File: src/hdl/assert_macros.svh
// assertion macros used by the top level of the despeckle filter
// no dependencies; define NO_ASSERTIONS to compile them out
`ifndef ASSERT_MACROS_SVH
`define ASSERT_MACROS_SVH

`ifndef NO_ASSERTIONS
`define ASSERT_IMPLIES(label, clk, rst_n, ante, cons) \
	label: assert property (@(posedge clk) disable iff (!rst_n) (ante) |-> (cons)) \
		else $error("assertion failed: ante implies cons");
`define ASSERT_ALWAYS(label, clk, rst_n, cond) \
	label: assert property (@(posedge clk) disable iff (!rst_n) (cond)) \
		else $error("assertion failed: invariant violated");
`else
`define ASSERT_IMPLIES(label, clk, rst_n, ante, cons)
`define ASSERT_ALWAYS(label, clk, rst_n, cond)
`endif

`endif

File: src/hdl/despk_pkg.sv
// shared types, constants and functions of the impulse despeckle filter
// no dependencies
`timescale 1ns / 1ps

package despk_pkg;

	localparam int MAX_WIDTH = 32;
	localparam int COL_W     = $clog2(MAX_WIDTH);
	localparam int WCFG_W    = 6;
	localparam int ROW_W     = 10;
	localparam int LVL_W     = 4;
	localparam int THR_W     = 4;
	localparam int GLYPH_W   = 7;
	localparam int CFG_IDX_W = 2;
	localparam int CFG_DAT_W = 10;
	localparam int IN_DATA_W = 8;
	localparam int OUT_DATA_W = 32;
	// queue depth must be a power of two
	localparam int QDEPTH    = 2;
	localparam int QPTR_W    = $clog2(QDEPTH);

	localparam logic [LVL_W-1:0] MAX_LEVEL = 4'd9;

	localparam logic [CFG_IDX_W-1:0] CFG_WIDTH  = 2'd0;
	localparam logic [CFG_IDX_W-1:0] CFG_HEIGHT = 2'd1;
	localparam logic [CFG_IDX_W-1:0] CFG_THRESH = 2'd2;

	localparam logic [WCFG_W-1:0] WIDTH_RESET  = 6'd30;
	localparam logic [ROW_W-1:0]  HEIGHT_RESET = 10'd20;
	localparam logic [THR_W-1:0]  THRESH_RESET = 4'd1;

	// neighbor slots of the despeckle mask
	localparam int NB_UP    = 0;
	localparam int NB_DOWN  = 1;
	localparam int NB_LEFT  = 2;
	localparam int NB_RIGHT = 3;

	typedef struct packed {
		logic [LVL_W-1:0] lvl;
		logic [ROW_W-1:0] row;
		logic [COL_W-1:0] col;
		logic             emit;
		logic             last;
	} cmd_t;

	typedef struct packed {
		logic empty;
		logic full;
	} q_stat_t;

	typedef enum logic [1:0] {
		B_IDLE,
		B_EXEC,
		B_FREAD,
		B_FEXEC
	} back_state_t;

	function automatic logic [LVL_W-1:0] sat_level(input logic [LVL_W-1:0] l);
		return (l > MAX_LEVEL) ? MAX_LEVEL : l;
	endfunction

	function automatic logic [WCFG_W-1:0] clamp_width(input logic [WCFG_W-1:0] w);
		logic [WCFG_W-1:0] r;
		r = w;
		if (w < WCFG_W'(2))
			r = WCFG_W'(2);
		else if (w > WCFG_W'(MAX_WIDTH))
			r = WCFG_W'(MAX_WIDTH);
		return r;
	endfunction

	function automatic logic [ROW_W-1:0] clamp_height(input logic [ROW_W-1:0] h);
		return (h < ROW_W'(2)) ? ROW_W'(2) : h;
	endfunction

	function automatic logic [GLYPH_W-1:0] glyph_of(input logic [LVL_W-1:0] l);
		logic [GLYPH_W-1:0] g;
		case (l)
			4'd0:    g = 7'd32;
			4'd1:    g = 7'd46;
			4'd2:    g = 7'd39;
			4'd3:    g = 7'd58;
			4'd4:    g = 7'd126;
			4'd5:    g = 7'd42;
			4'd6:    g = 7'd61;
			4'd7:    g = 7'd34;
			4'd8:    g = 7'd37;
			default: g = 7'd35;
		endcase
		return g;
	endfunction

	// floored mean of the present neighbors when the center differs from all of them by more than the threshold
	function automatic logic [LVL_W-1:0] despeckle(
		input logic [LVL_W-1:0] center,
		input logic [LVL_W-1:0] up,
		input logic [LVL_W-1:0] down,
		input logic [LVL_W-1:0] left,
		input logic [LVL_W-1:0] right,
		input logic [3:0]       has,
		input logic [THR_W-1:0] thr
	);
		logic [LVL_W-1:0] nb [0:3];
		logic [5:0]       sum;
		logic [2:0]       cnt;
		logic             repl;
		logic [LVL_W-1:0] d;
		logic [9:0]       prod;
		logic [LVL_W-1:0] res;
		nb[NB_UP]    = up;
		nb[NB_DOWN]  = down;
		nb[NB_LEFT]  = left;
		nb[NB_RIGHT] = right;
		sum  = '0;
		cnt  = '0;
		repl = 1'b1;
		prod = '0;
		for (int k = 0; k < 4; k++) begin
			if (has[k]) begin
				cnt = cnt + 3'd1;
				sum = sum + {2'b00, nb[k]};
				d = (center > nb[k]) ? (center - nb[k]) : (nb[k] - center);
				if (d <= thr)
					repl = 1'b0;
			end
		end
		case (cnt)
			3'd1: res = sum[3:0];
			3'd2: res = sum[4:1];
			3'd3: begin
				// divide by three through 11/32, exact for sums up to 27
				prod = {4'b0000, sum} * 10'd11;
				res  = prod[8:5];
			end
			3'd4: res = sum[5:2];
			default: res = center;
		endcase
		if (!repl)
			res = center;
		return sat_level(res);
	endfunction

endpackage

File: src/hdl/despk_ram.sv
// generic single write, single read ram with registered read data
// no dependencies
`timescale 1ns / 1ps

module despk_ram #(
	parameter int WIDTH = 4,
	parameter int DEPTH = 32
) (
	input  logic                     clk,
	input  logic                     we,
	input  logic [$clog2(DEPTH)-1:0] waddr,
	input  logic [WIDTH-1:0]         wdata,
	input  logic                     re,
	input  logic [$clog2(DEPTH)-1:0] raddr,
	output logic [WIDTH-1:0]         rdata
);

	logic [WIDTH-1:0] mem [0:DEPTH-1];

	always_ff @(posedge clk) begin
		if (we)
			mem[waddr] <= wdata;
		if (re)
			rdata <= mem[raddr];
	end

endmodule

File: src/hdl/despk_front.sv
// front end: accepts pixels, tracks raster position and classifies each pixel
// depends on despk_pkg
`timescale 1ns / 1ps

module despk_front (
	input  logic                                 clk,
	input  logic                                 arst_n,
	input  logic                                 s_tvalid,
	output logic                                 s_tready,
	input  logic [despk_pkg::IN_DATA_W-1:0]      s_tdata,
	input  logic [despk_pkg::WCFG_W-1:0]         width,
	input  logic [despk_pkg::ROW_W-1:0]          height,
	input  despk_pkg::q_stat_t                   q_stat,
	output logic                                 push,
	output despk_pkg::cmd_t                      cmd
);
	import despk_pkg::*;

	logic [COL_W-1:0]  col_q;
	logic [ROW_W-1:0]  row_q;
	logic              wrap;
	logic [COL_W-1:0]  c;
	logic [ROW_W-1:0]  r0;
	logic [ROW_W-1:0]  r;
	logic              last;
	logic [WCFG_W-1:0] c_inc;

	assign s_tready = !q_stat.full;
	assign push     = s_tvalid && s_tready;

	// a width lowered mid-frame ends the row at once
	assign wrap  = {1'b0, col_q} >= width;
	assign c     = wrap ? '0 : col_q;
	assign r0    = wrap ? (row_q + ROW_W'(1)) : row_q;
	assign r     = (r0 >= height) ? (height - ROW_W'(1)) : r0;
	assign last  = (r == height - ROW_W'(1)) && ({1'b0, c} == width - WCFG_W'(1));
	assign c_inc = {1'b0, c} + WCFG_W'(1);

	always_comb begin
		cmd.lvl  = sat_level(s_tdata[LVL_W-1:0]);
		cmd.row  = r;
		cmd.col  = c;
		cmd.emit = (r != '0);
		cmd.last = last;
	end

	always_ff @(posedge clk or negedge arst_n) begin
		if (!arst_n) begin
			col_q <= '0;
			row_q <= '0;
		end else if (push) begin
			if (last) begin
				col_q <= '0;
				row_q <= '0;
			end else if (c_inc >= width) begin
				col_q <= '0;
				row_q <= r + ROW_W'(1);
			end else begin
				col_q <= c_inc[COL_W-1:0];
				row_q <= r;
			end
		end
	end

endmodule

File: src/hdl/despk_queue.sv
// short command queue between the front end and the back end
// depends on despk_pkg
`timescale 1ns / 1ps

module despk_queue (
	input  logic                   clk,
	input  logic                   arst_n,
	input  logic                   push,
	input  despk_pkg::cmd_t        push_cmd,
	input  logic                   pop,
	output despk_pkg::cmd_t        head_cmd,
	output despk_pkg::q_stat_t     stat,
	output logic [despk_pkg::QPTR_W:0] count
);
	import despk_pkg::*;

	cmd_t              mem_q [0:QDEPTH-1];
	logic [QPTR_W-1:0] wr_ptr_q;
	logic [QPTR_W-1:0] rd_ptr_q;
	logic [QPTR_W:0]   cnt_q;

	assign head_cmd   = mem_q[rd_ptr_q];
	assign stat.empty = (cnt_q == '0);
	assign stat.full  = (cnt_q == (QPTR_W+1)'(QDEPTH));
	assign count      = cnt_q;

	always_ff @(posedge clk) begin
		if (push)
			mem_q[wr_ptr_q] <= push_cmd;
	end

	always_ff @(posedge clk or negedge arst_n) begin
		if (!arst_n) begin
			wr_ptr_q <= '0;
			rd_ptr_q <= '0;
			cnt_q    <= '0;
		end else begin
			if (push)
				wr_ptr_q <= wr_ptr_q + QPTR_W'(1);
			if (pop)
				rd_ptr_q <= rd_ptr_q + QPTR_W'(1);
			if (push && !pop)
				cnt_q <= cnt_q + (QPTR_W+1)'(1);
			else if (pop && !push)
				cnt_q <= cnt_q - (QPTR_W+1)'(1);
		end
	end

endmodule

File: src/hdl/despk_back.sv
// back end: line buffers, neighbor filter, last-row flush and output register
// depends on despk_pkg and despk_ram
`timescale 1ns / 1ps

module despk_back (
	input  logic                               clk,
	input  logic                               arst_n,
	input  logic [despk_pkg::WCFG_W-1:0]       width,
	input  logic [despk_pkg::THR_W-1:0]        thresh,
	input  despk_pkg::q_stat_t                 q_stat,
	input  despk_pkg::cmd_t                    q_cmd,
	output logic                               pop,
	output despk_pkg::back_state_t             state,
	output logic                               m_tvalid,
	input  logic                               m_tready,
	output logic [despk_pkg::OUT_DATA_W-1:0]   m_tdata,  // out_row, out_col, out_level, glyph_code
	output logic                               m_tlast   // frame_end
);
	import despk_pkg::*;

	back_state_t      state_q;
	back_state_t      state_d;
	cmd_t             cur_q;
	logic [COL_W-1:0] fcol_q;
	logic [LVL_W-1:0] left_q;

	logic             m_tvalid_q;
	logic [ROW_W-1:0] out_row_q;
	logic [COL_W-1:0] out_col_q;
	logic [LVL_W-1:0] out_level_q;
	logic             out_end_q;

	logic             out_free;
	logic             exec_go;
	logic             fexec_go;
	logic             last_col;

	logic             rd_en;
	logic [COL_W-1:0] rd_col;
	logic [COL_W-1:0] rd_col_b;
	logic [LVL_W-1:0] orig_a;
	logic [LVL_W-1:0] orig_b;
	logic [LVL_W-1:0] upd_rd;

	logic             orig_we;
	logic             upd_we;
	logic [COL_W-1:0] col_sel;
	logic [3:0]       has;
	logic [LVL_W-1:0] down_lvl;
	logic [LVL_W-1:0] v;

	logic             out_load;
	logic [ROW_W-1:0] out_row_d;
	logic             out_end_d;

	assign state    = state_q;
	assign out_free = !m_tvalid_q || m_tready;
	assign exec_go  = !cur_q.emit || out_free;
	assign fexec_go = out_free;
	assign last_col = ({1'b0, fcol_q} == width - WCFG_W'(1));
	assign rd_col_b = rd_col + COL_W'(1);
	assign col_sel  = (state_q == B_FEXEC) ? fcol_q : cur_q.col;

	always_comb begin
		has[NB_UP]    = (state_q == B_FEXEC) ? 1'b1 : (cur_q.row > ROW_W'(1));
		has[NB_DOWN]  = (state_q != B_FEXEC);
		has[NB_LEFT]  = (col_sel != '0);
		has[NB_RIGHT] = (({1'b0, col_sel} + WCFG_W'(1)) < width);
		down_lvl      = cur_q.lvl;
		v = despeckle(orig_a, upd_rd, down_lvl, left_q, orig_b, has, thresh);
	end

	// next state
	always_comb begin
		state_d = state_q;
		case (state_q)
			B_IDLE: begin
				if (!q_stat.empty)
					state_d = B_EXEC;
			end
			B_EXEC: begin
				if (exec_go)
					state_d = cur_q.last ? B_FREAD : B_IDLE;
			end
			B_FREAD: state_d = B_FEXEC;
			B_FEXEC: begin
				if (fexec_go)
					state_d = last_col ? B_IDLE : B_FREAD;
			end
			default: state_d = B_IDLE;
		endcase
	end

	// outputs of the sequencer
	always_comb begin
		pop       = 1'b0;
		rd_en     = 1'b0;
		rd_col    = fcol_q;
		orig_we   = 1'b0;
		upd_we    = 1'b0;
		out_load  = 1'b0;
		out_row_d = cur_q.row;
		out_end_d = 1'b0;
		case (state_q)
			B_IDLE: begin
				pop    = !q_stat.empty;
				rd_en  = !q_stat.empty;
				rd_col = q_cmd.col;
			end
			B_EXEC: begin
				orig_we   = exec_go;
				upd_we    = exec_go && cur_q.emit;
				out_load  = exec_go && cur_q.emit;
				out_row_d = cur_q.row - ROW_W'(1);
			end
			B_FREAD: begin
				rd_en  = 1'b1;
				rd_col = fcol_q;
			end
			B_FEXEC: begin
				upd_we    = fexec_go;
				out_load  = fexec_go;
				out_end_d = last_col;
			end
			default: begin
				pop = 1'b0;
			end
		endcase
	end

	despk_ram #(.WIDTH(LVL_W), .DEPTH(MAX_WIDTH)) u_orig_center (
		.clk   (clk),
		.we    (orig_we),
		.waddr (cur_q.col),
		.wdata (cur_q.lvl),
		.re    (rd_en),
		.raddr (rd_col),
		.rdata (orig_a)
	);

	despk_ram #(.WIDTH(LVL_W), .DEPTH(MAX_WIDTH)) u_orig_right (
		.clk   (clk),
		.we    (orig_we),
		.waddr (cur_q.col),
		.wdata (cur_q.lvl),
		.re    (rd_en),
		.raddr (rd_col_b),
		.rdata (orig_b)
	);

	despk_ram #(.WIDTH(LVL_W), .DEPTH(MAX_WIDTH)) u_updated (
		.clk   (clk),
		.we    (upd_we),
		.waddr (col_sel),
		.wdata (v),
		.re    (rd_en),
		.raddr (rd_col),
		.rdata (upd_rd)
	);

	always_ff @(posedge clk or negedge arst_n) begin
		if (!arst_n) begin
			state_q    <= B_IDLE;
			fcol_q     <= '0;
			left_q     <= '0;
			m_tvalid_q <= 1'b0;
		end else begin
			state_q <= state_d;
			if (upd_we)
				left_q <= v;
			if (state_q == B_EXEC && exec_go && cur_q.last)
				fcol_q <= '0;
			else if (state_q == B_FEXEC && fexec_go)
				fcol_q <= fcol_q + COL_W'(1);
			if (out_load)
				m_tvalid_q <= 1'b1;
			else if (m_tready)
				m_tvalid_q <= 1'b0;
		end
	end

	always_ff @(posedge clk) begin
		if (pop)
			cur_q <= q_cmd;
		if (out_load) begin
			out_row_q   <= out_row_d;
			out_col_q   <= col_sel;
			out_level_q <= v;
			out_end_q   <= out_end_d;
		end
	end

	assign m_tvalid = m_tvalid_q;
	assign m_tlast  = out_end_q;
	assign m_tdata  = {(OUT_DATA_W - ROW_W - COL_W - LVL_W - GLYPH_W)'(0),
		glyph_of(out_level_q), out_level_q, out_col_q, out_row_q};

endmodule

File: src/hdl/impulse_despeckle_filter.sv
// top level of the four-neighbor impulse despeckle filter
// depends on despk_pkg, despk_front, despk_queue, despk_back, assert_macros.svh
`timescale 1ns / 1ps
// Pixels enter on the s_ stream in raster order, one level in s_tdata[3:0]
// (values above 9 read as 9). Filtered pixels leave on the m_ stream with
// row, column, level and glyph in m_tdata and frame_end on m_tlast.
// Pixel (r,c) leaves once pixel (r+1,c) is taken; the frame's final pixel
// also releases its whole last row, with m_tlast on the last column.
// The cfg channel writes frame width, height and threshold (index 0..2);
// cfg_ready is always high and writes are meant for an idle block.
// The front end takes one pixel per cycle into a two-entry queue while it is not
// full. The back end handles each pixel as a line-buffer read, then filter and
// write, and pops the next pixel only once that is done; the last-row flush
// reads, filters and writes each column of the last row in turn. The filter
// step of a pixel loads the result of the pixel above into the output register.
// A stalled m_tready holds the output register; the back end then waits and
// the queue fills, after which s_tready drops.
// Reset loads the default registers (30 x 20, threshold 1) and restarts at
// row 0, column 0; the line buffers need no clearing.

module impulse_despeckle_filter (
	input  logic                                clk,
	input  logic                                arst_n,
	input  logic                                s_tvalid,
	output logic                                s_tready,
	input  logic [despk_pkg::IN_DATA_W-1:0]     s_tdata,   // pixel_level
	output logic                                m_tvalid,
	input  logic                                m_tready,
	output logic [despk_pkg::OUT_DATA_W-1:0]    m_tdata,   // out_row, out_col, out_level, glyph_code
	output logic                                m_tlast,   // frame_end
	input  logic                                cfg_valid,
	output logic                                cfg_ready,
	input  logic [despk_pkg::CFG_IDX_W-1:0]     cfg_index,
	input  logic [despk_pkg::CFG_DAT_W-1:0]     cfg_data
);
	import despk_pkg::*;

`include "assert_macros.svh"

	logic [WCFG_W-1:0] width_q;
	logic [ROW_W-1:0]  height_q;
	logic [THR_W-1:0]  thresh_q;
	logic [WCFG_W-1:0] width_c;
	logic [ROW_W-1:0]  height_c;

	logic              push;
	cmd_t              push_cmd;
	cmd_t              head_cmd;
	q_stat_t           q_stat;
	logic [QPTR_W:0]   q_count;
	logic              pop;
	back_state_t       back_state;

	assign cfg_ready = 1'b1;
	assign width_c   = clamp_width(width_q);
	assign height_c  = clamp_height(height_q);

	always_ff @(posedge clk or negedge arst_n) begin
		if (!arst_n) begin
			width_q  <= WIDTH_RESET;
			height_q <= HEIGHT_RESET;
			thresh_q <= THRESH_RESET;
		end else if (cfg_valid && cfg_ready) begin
			case (cfg_index)
				CFG_WIDTH:  width_q  <= cfg_data[WCFG_W-1:0];
				CFG_HEIGHT: height_q <= cfg_data[ROW_W-1:0];
				CFG_THRESH: thresh_q <= cfg_data[THR_W-1:0];
				default:    ;
			endcase
		end
	end

	despk_front u_front (
		.clk      (clk),
		.arst_n   (arst_n),
		.s_tvalid (s_tvalid),
		.s_tready (s_tready),
		.s_tdata  (s_tdata),
		.width    (width_c),
		.height   (height_c),
		.q_stat   (q_stat),
		.push     (push),
		.cmd      (push_cmd)
	);

	despk_queue u_queue (
		.clk      (clk),
		.arst_n   (arst_n),
		.push     (push),
		.push_cmd (push_cmd),
		.pop      (pop),
		.head_cmd (head_cmd),
		.stat     (q_stat),
		.count    (q_count)
	);

	despk_back u_back (
		.clk      (clk),
		.arst_n   (arst_n),
		.width    (width_c),
		.thresh   (thresh_q),
		.q_stat   (q_stat),
		.q_cmd    (head_cmd),
		.pop      (pop),
		.state    (back_state),
		.m_tvalid (m_tvalid),
		.m_tready (m_tready),
		.m_tdata  (m_tdata),
		.m_tlast  (m_tlast)
	);

	`ASSERT_ALWAYS(a_queue_bound, clk, arst_n, q_count <= (QPTR_W+1)'(QDEPTH))
	`ASSERT_IMPLIES(a_pop_only_idle, clk, arst_n, pop, back_state == B_IDLE && !q_stat.empty)
	`ASSERT_IMPLIES(a_level_range, clk, arst_n, m_tvalid, m_tdata[18:15] <= MAX_LEVEL)

endmodule
File: config.mk
export PLATFORM = sky130hd
export DESIGN_NAME = impulse_despeckle_filter
export DESIGN_NICKNAME = d
export VERILOG_FILES = /design/src/hdl/despk_pkg.sv /design/src/hdl/despk_ram.sv /design/src/hdl/despk_front.sv /design/src/hdl/despk_queue.sv /design/src/hdl/despk_back.sv /design/src/hdl/impulse_despeckle_filter.sv
export VERILOG_INCLUDE_DIRS = /design/src /design/src/hdl
export SDC_FILE = /design/constraint.sdc
export NUM_CORES = 1
export LEC_CHECK = 0
export BUFFER_PORTS_ARGS = -buffer_cell sky130_fd_sc_hd__buf_2
export CAP_MARGIN = 20
export CORE_UTILIZATION = 35
export DETAILED_ROUTE_END_ITERATION = 10
export PLACE_DENSITY = 0.53
export SLEW_MARGIN = 20
export SYNTH_ARGS = -nofsm -noshare
export SYNTH_HDL_FRONTEND = slang
export SYNTH_SLANG_ARGS = --single-unit
File: constraint.sdc
create_clock -name clk -period 18.9 [get_ports clk]
set_input_delay 1.89 -clock clk [delete_from_list [all_inputs] [get_ports clk]]
set_output_delay 1.89 -clock clk [all_outputs]
set_load 0.02 [all_outputs]
Word level (Yosys, flattened, before mapping)
Memory sizes are Yosys's and may differ from the RTL's. A register that Yosys moved wholly into a read port is not among the register bits.
Cells that the tools add are included.

operators by class
  add/sub/neg operators = 27
  $mul = 1
  div/mod/pow operators = 0
  $lt $le $gt $ge = 18
  eq/ne operators = 17
  shift operators = 0
  mux-type cells = 61
  bitwise gates (word level) = 0
  reductions and logical operators = 28

operators by type and width
  kind                                                                           number
  10-bit two-way mux                                                             6
  4-bit two-way mux                                                              9
  5-bit two-way mux                                                              7
  4-bit subtractor                                                               8
  6-bit two-way mux                                                              5
  10-bit by 1-bit adder with 10-bit output, second input constant                2
  1-bit two-way mux                                                              20
  10-bit by 1-bit subtractor with 10-bit output, second input constant           2
  4-bit > comparator                                                             4
  4-bit less-or-equal comparator                                                 4
  4-bit one-hot mux with 4 select lines                                          1
  2-bit two-way mux                                                              7
  5-bit by 1-bit adder with 6-bit output, second input constant                  2
  6-bit by 4-bit adder with 6-bit output                                         2
  5-bit by 6-bit == test with 1-bit output                                       2
  5-bit by 1-bit adder with 5-bit output, second input constant                  2
  10-bit == test                                                                 1
  10-bit greater-or-equal comparator                                             1
  10-bit by 1-bit > comparator with 1-bit output, second input constant          1
  10-bit by 2-bit less-than comparator with 1-bit output, second input constant  1
  10-bit nonzero test                                                            1
  6-bit by 4-bit multiplier with 9-bit output, second input constant             1
  3-bit two-way mux                                                              3
  2-bit == test, second input constant                                           4
  29 further kinds                                                               56

word-level totals
  flip-flop bits (word level) = 92
  latch bits = 0
  bits in writable memories = 426
  ROM bits = 96
  input bits = 25
  memories kept = 5

memory list
  memory                    words  width  rd ports  clocked after Yosys merged registers in  write ports  line               RTL
  u_back.u_orig_center.mem  32     4      1         1                                        1            despk_ram.sv:18    logic [WIDTH-1:0] mem [0:DEPTH-1];
  u_back.u_orig_right.mem   32     4      1         1                                        1            despk_ram.sv:18
  u_back.u_updated.mem      32     4      1         1                                        1            despk_ram.sv:18
  (name not given)          16     6      1         1                                        0            despk_pkg.sv:78    case (l)
  u_queue.mem_q             2      21     1         0                                        1            despk_queue.sv:17  cmd_t mem_q [0:QDEPTH-1];

Depth between registers and ports, before layout
  depth after elaboration = 15
  gate-level depth with buffers = 40

Cells and area by module
A second synthesis with hierarchy kept.

second synthesis, totals
  cells, all modules = 1,784
  area total of the unflattened synthesis = 26,779.4 sq um

by module, submodules not included
  module                    instances  cells an instance  area an instance (sq um)  seq. area each (sq um)
  despk_ram                 3          231                5,178.7                   3,963.8
  despk_back                1          630                6,074.6                   1,651.6
  despk_front               1          311                2,518.7                   375.4
  despk_queue               1          81                 1,706.6                   1,361.3
  impulse_despeckle_filter  1          69                 943.4                     509.2

Least setup slack after synthesis
No wires, ideal clock.

  kind = flip-flop to flip-flop
  start point = reg u_back.cur_q[13] in the netlist's numbering
  end point = reg u_back.m_tdata[21] (netlist name)
  library setup time = 0.119 ns
  arrival = 7.601 ns
  setup slack = 11.179 ns
  cell stages (with the launch flop) = 32
  buffers on the path = 0
  period minus slack after synthesis = 7.721 ns
  path through = edfxtp_1 or4_4 nor4_2 a21oi_1 ha_1 fa_1 mux2_2 ha_1 a211oi_1 o21bai_1 nor4b_1 a221o_1 ha_1 o21ai_0 nor2_1 nor2_1 nor2_1 nor2_1 ha_1 fa_1 ha_1 o21a_1 o22ai_1 o21ai_0 xor2_1 a21oi_4 and2_1 a21o_1 inv_1 ha_1 mux2i_1 o21bai_1

on the way
  word-level cells in the longest chain between the ends = 15
  elaborated cells on any way between the ends = 33

ends and longest elaborated chain
  what                                                                                                     line                                RTL
  start: declaration                                                                                       despk_back.sv:23                    cmd_t cur_q;
  start signal: assignment                                                                                 despk_back.sv:184                   cur_q <= q_cmd;
  10-bit by 1-bit > comparator with 1-bit output *                                                         despk_back.sv:65                    has[NB_UP] = (state_q == B_FEXEC) ? 1'b1 : (cur_q.row > ROW_W'(1));
  1-bit two-way mux *                                                                                      despk_back.sv:65
  4-bit two-way mux / 1-bit two-way mux (equally long branches)                                            despk_pkg.sv:119                    if (has[k]) begin
  4-bit by 4-bit adder with 5-bit output / 1-bit by 1-bit adder with 2-bit output (equally long branches)  despk_pkg.sv:121, despk_pkg.sv:120
  6-bit two-way mux / 3-bit two-way mux (equally long branches)                                            despk_pkg.sv:119
  6-bit by 4-bit adder with 6-bit output / 3-bit by 1-bit adder with 3-bit output (equally long branches)  despk_pkg.sv:121, despk_pkg.sv:120
  6-bit two-way mux / 3-bit two-way mux (equally long branches)                                            despk_pkg.sv:119
  6-bit by 4-bit adder with 6-bit output / 3-bit by 1-bit adder with 3-bit output (equally long branches)  despk_pkg.sv:121, despk_pkg.sv:120
  6-bit two-way mux / 3-bit two-way mux (equally long branches)                                            despk_pkg.sv:119
  6-bit by 4-bit multiplier with 9-bit output, or another cell as far along                                despk_pkg.sv:132                    prod = {4'b0000, sum} * 10'd11;
  4-bit one-hot mux with 4 select lines                                                                    despk_pkg.sv:127                    case (cnt)
  4-bit two-way mux *                                                                                      despk_pkg.sv:138                    if (!repl)
  4-bit > comparator                                                                                       despk_pkg.sv:59                     return (l > MAX_LEVEL) ? MAX_LEVEL : l;
  4-bit two-way mux *                                                                                      despk_pkg.sv:59
  via u_back.u_updated.wdata[3]                                                                            despk_ram.sv:12                     input logic [WIDTH-1:0] wdata,
  4-bit two-way mux (no line) *                                                                            n/a

The timed path passes the listed nets; every way through them passes the cells marked *.
A chain may end at the register's enable or synchronous reset.

Worst setup path in the final report
  start point = reg u_back.cur_q[13] in the netlist's numbering
  end point = reg u_back.m_tdata[21] (netlist name)

on the way
  word-level cells in the longest chain between the ends = 15
  elaborated cells on any way between the ends = 33

ends and longest elaborated chain
  what                                                                                                     line
  10-bit by 1-bit > comparator with 1-bit output *                                                         despk_back.sv:65
  1-bit two-way mux *                                                                                      despk_back.sv:65
  4-bit two-way mux / 1-bit two-way mux (equally long branches)                                            despk_pkg.sv:119
  4-bit by 4-bit adder with 5-bit output / 1-bit by 1-bit adder with 2-bit output (equally long branches)  despk_pkg.sv:121, despk_pkg.sv:120
  6-bit two-way mux / 3-bit two-way mux (equally long branches)                                            despk_pkg.sv:119
  6-bit by 4-bit adder with 6-bit output / 3-bit by 1-bit adder with 3-bit output (equally long branches)  despk_pkg.sv:121, despk_pkg.sv:120
  6-bit two-way mux / 3-bit two-way mux (equally long branches)                                            despk_pkg.sv:119
  6-bit by 4-bit adder with 6-bit output / 3-bit by 1-bit adder with 3-bit output (equally long branches)  despk_pkg.sv:121, despk_pkg.sv:120
  6-bit two-way mux / 3-bit two-way mux (equally long branches)                                            despk_pkg.sv:119
  6-bit by 4-bit multiplier with 9-bit output, or another cell as far along                                despk_pkg.sv:132
  4-bit one-hot mux with 4 select lines                                                                    despk_pkg.sv:127
  4-bit two-way mux *                                                                                      despk_pkg.sv:138
  4-bit > comparator                                                                                       despk_pkg.sv:59
  4-bit two-way mux *                                                                                      despk_pkg.sv:59
  via u_back.u_updated.wdata[3]                                                                            despk_ram.sv:12
  4-bit two-way mux (no line) *                                                                            n/a

Marked as above.

==> results.sh <==
export IMPL_slew_headroom=0.315
export IMPL_crit_path_start_kind="register"
export IMPL_clockBufferDepth=3
export IMPL_hpwl_um=38600
export IMPL_worst_path_most_repeated_cell="ha_1"
export IMPL_crit_type="register to register"
export IMPL_min_from="u_front.row_q[9]"
export IMPL_drt_iter0_markers=1174
export IMPL_cp_arrival_ns=9.81
export IMPL_fin_crit_sh=0.495
export IMPL_r2r_start="u_back.cur_q[13]"
export IMPL_rsz0062_at_grt="false"
export IMPL_synth_top_area_frac=0.473
export IMPL_finalHoldViolations=0
export IMPL_ys_warn_count=0
export IMPL_io_buffer_count=48
export IMPL_pin_count=61
export IMPL_status="finished, final reports clean"
export IMPL_cts_setup_buffers=0
export IMPL_firstDrtPassIters=6
export IMPL_root_buffer="clkbuf_16"
export IMPL_drc=0
export IMPL_async_flop_share=0.125
export IMPL_yosys_area_top_type="edfxtp_1"
export IMPL_slowest_stage="nor4_2"
export IMPL_yosysSeqAreaShare=0.536
export IMPL_avgSynthCellArea_um2=12.8
export IMPL_viasPerCell=5.33
export IMPL_cp_required_ns=19.35
export IMPL_track_usage=0.174
export IMPL_die_x_um=254
export IMPL_synth_edf_count=351
export IMPL_ant_nets=0
export IMPL_rows=92
export IMPL_num_vias=14300
export IMPL_crit_start="u_back.cur_q[13]"
export IMPL_ctsHoldBuffers=0
export IMPL_cp_max_fo=38
export IMPL_fin_area_um2=25000
export IMPL_core_area_um2=63000
export IMPL_layout_drive_gt1_share=0.163
export IMPL_insertion_delay_ns=0.59
export IMPL_netlist_area_um2=22300
export IMPL_ys_types=88
export IMPL_final_cell_count_no_fill=2677
export IMPL_path_clk_slew_ns=0.07
export IMPL_ys_flop_type="edfxtp_1"
export IMPL_grt_pass1_wl_um=85300
export IMPL_maxSlewViolCount=0
export IMPL_grt_antenna_before_repair=0
export IMPL_max_freq_mhz=107
export IMPL_final_cell_mix="edfxtp_1, nor2_1, ha_1"
export IMPL_h_tree_depth=2
export IMPL_ctsResizeCount=0
export IMPL_die_h_um=254
export IMPL_cts_sinks=408
export IMPL_min_period_ns=9.36
export IMPL_first_global_vias=14400
export IMPL_synthTopCellsByArea="edfxtp_1, mux4_2, ha_1"
export IMPL_max_stage_delay_ns=0.89
export IMPL_die_area_um2=64700
export IMPL_dp_cells=2592
export IMPL_maxCapViolCount=0
export IMPL_setup_viol=0
export IMPL_final_net_count=1948
export IMPL_grt_ovfl_total=0
export IMPL_gp_congestion=0.858
export IMPL_dpl_cell_area_um2=23500
export IMPL_fin_ws_ns=9.54
export IMPL_netlist_instances=1744
export IMPL_final_common_cell="edfxtp_1"
export IMPL_start_util=0.354
export IMPL_numCtsBuffers=47
export IMPL_wl_um=55800
export IMPL_endpoint_kind="register"
export IMPL_place_ws_ns=9.66
export IMPL_holdCritPathClass="register to register"
export IMPL_final_setup_skew_ns=0.0300
export IMPL_ys_ff_latch=408
export IMPL_syn_to_final_growth_pct=12.1
export IMPL_setup_tns_ns=0
export IMPL_tritoncts="done"
export IMPL_worst_pin_slew_ns=1.02
export IMPL_grt_max_degree=130
export IMPL_wire_per_inst_um=20.9
==> cells in the mapped netlist (21+ instances only) <==
master / count
nor3_1: 54
xnor2_1: 46
o22ai_1: 21
dfrtp_1: 44
nand2_1: 95
nor2_1: 181
mux4_2: 72
nor4_1: 22
o21ai_0: 40
mux2i_1: 88
clkbuf_1: 44
mux2_2: 53
a21oi_1: 60
inv_1: 86
nand3_1: 40
xor2_1: 39
ha_1: 115
edfxtp_1: 351
a21o_1: 32
==> flip-flops by register name (all words and copies together), names as in the netlist, 10 cells and up <==
name                     flops
u_back.u_updated.mem       128
u_back.cur_q                17
u_front.row_q               10
u_back.u_orig_right.mem    128
height_q                    10
u_back.out_row_q            10
u_queue.mem_q               42
==> path summary, 6_finish.rpt <==
| kind | endpoint | slack, ns | depth (start not counted) |
|---|---|---|---|
| setup / recovery | u_back.m_tdata[21] | 9.54 | 34 |
| hold / removal | u_front.row_q[9] | 0.53 | 2 |
| setup reg to reg | u_back.m_tdata[21] | 9.54 | 34 |
| hold reg to reg | u_front.row_q[9] | 0.53 | 2 |
| max in group asynchronous | u_back.left_q[3] | 16.99 | 2 |
| min in group asynchronous | height_q[6] | 1.41 | 2 |
==> final cells by class <==
cell class	instances	area [µm²]
Antenna cell	1	2.50
Clock inverter	29	251
Sequential cell	408	11900
Inverter	89	334
Tap cell	846	1060
Clock buffer	55	1230
Multi-Input combinational cell	1181	9760
Fill cell	5925	38000
Timing Repair Buffer	68	403
==> metrics by stage <==
step | util | hold slack [ns]
after CTS | 0.397 | 0.539
after global placement | 0.373 | 0.500
after floorplan | - | 0.469
final | 0.397 | 0.529
after detailed placement | 0.373 | 0.523
after global routing | 0.397 | 0.561
==> cells by family after synthesis <==
| kind of cell | share of synthesized area |
|---|---|
| flops | 0.536 |
| xor+xnor | 0.0344 |
| compound gates | 0.0752 |
| buf+inv | 0.0292 |
| fa+ha+maj | 0.0763 |
| other cells | 0.000337 |
| simple gates | 0.106 |
| mux | 0.143 |
==> per-layer routing <==
metal	vias up	part of all wire	global-route usage
met3	106	0.042	0.0262
met1	7148	0.46	0.237
met4	0	0.030	0.0639
li1	6679	-	-
met2	345	0.47	0.281
met5	-	0	0
==> worst max-delay path: cells and delay by family, from the launching register on <==
family | cells | cell delay (ns)
muxes | 1 | 0.15
and+or+nand+nor | 9 | 2.69
adders and majority gates | 8 | 2.75
AOI/OAI and AO/OA | 12 | 2.26
buffers and inverters | 2 | 0.51
xor gates and xnor gates | 2 | 0.40
DFF | 1 | 0.42
Power is not shown: default switching activity piles up to over one toggle a cycle in this logic, so the estimate is an artifact.
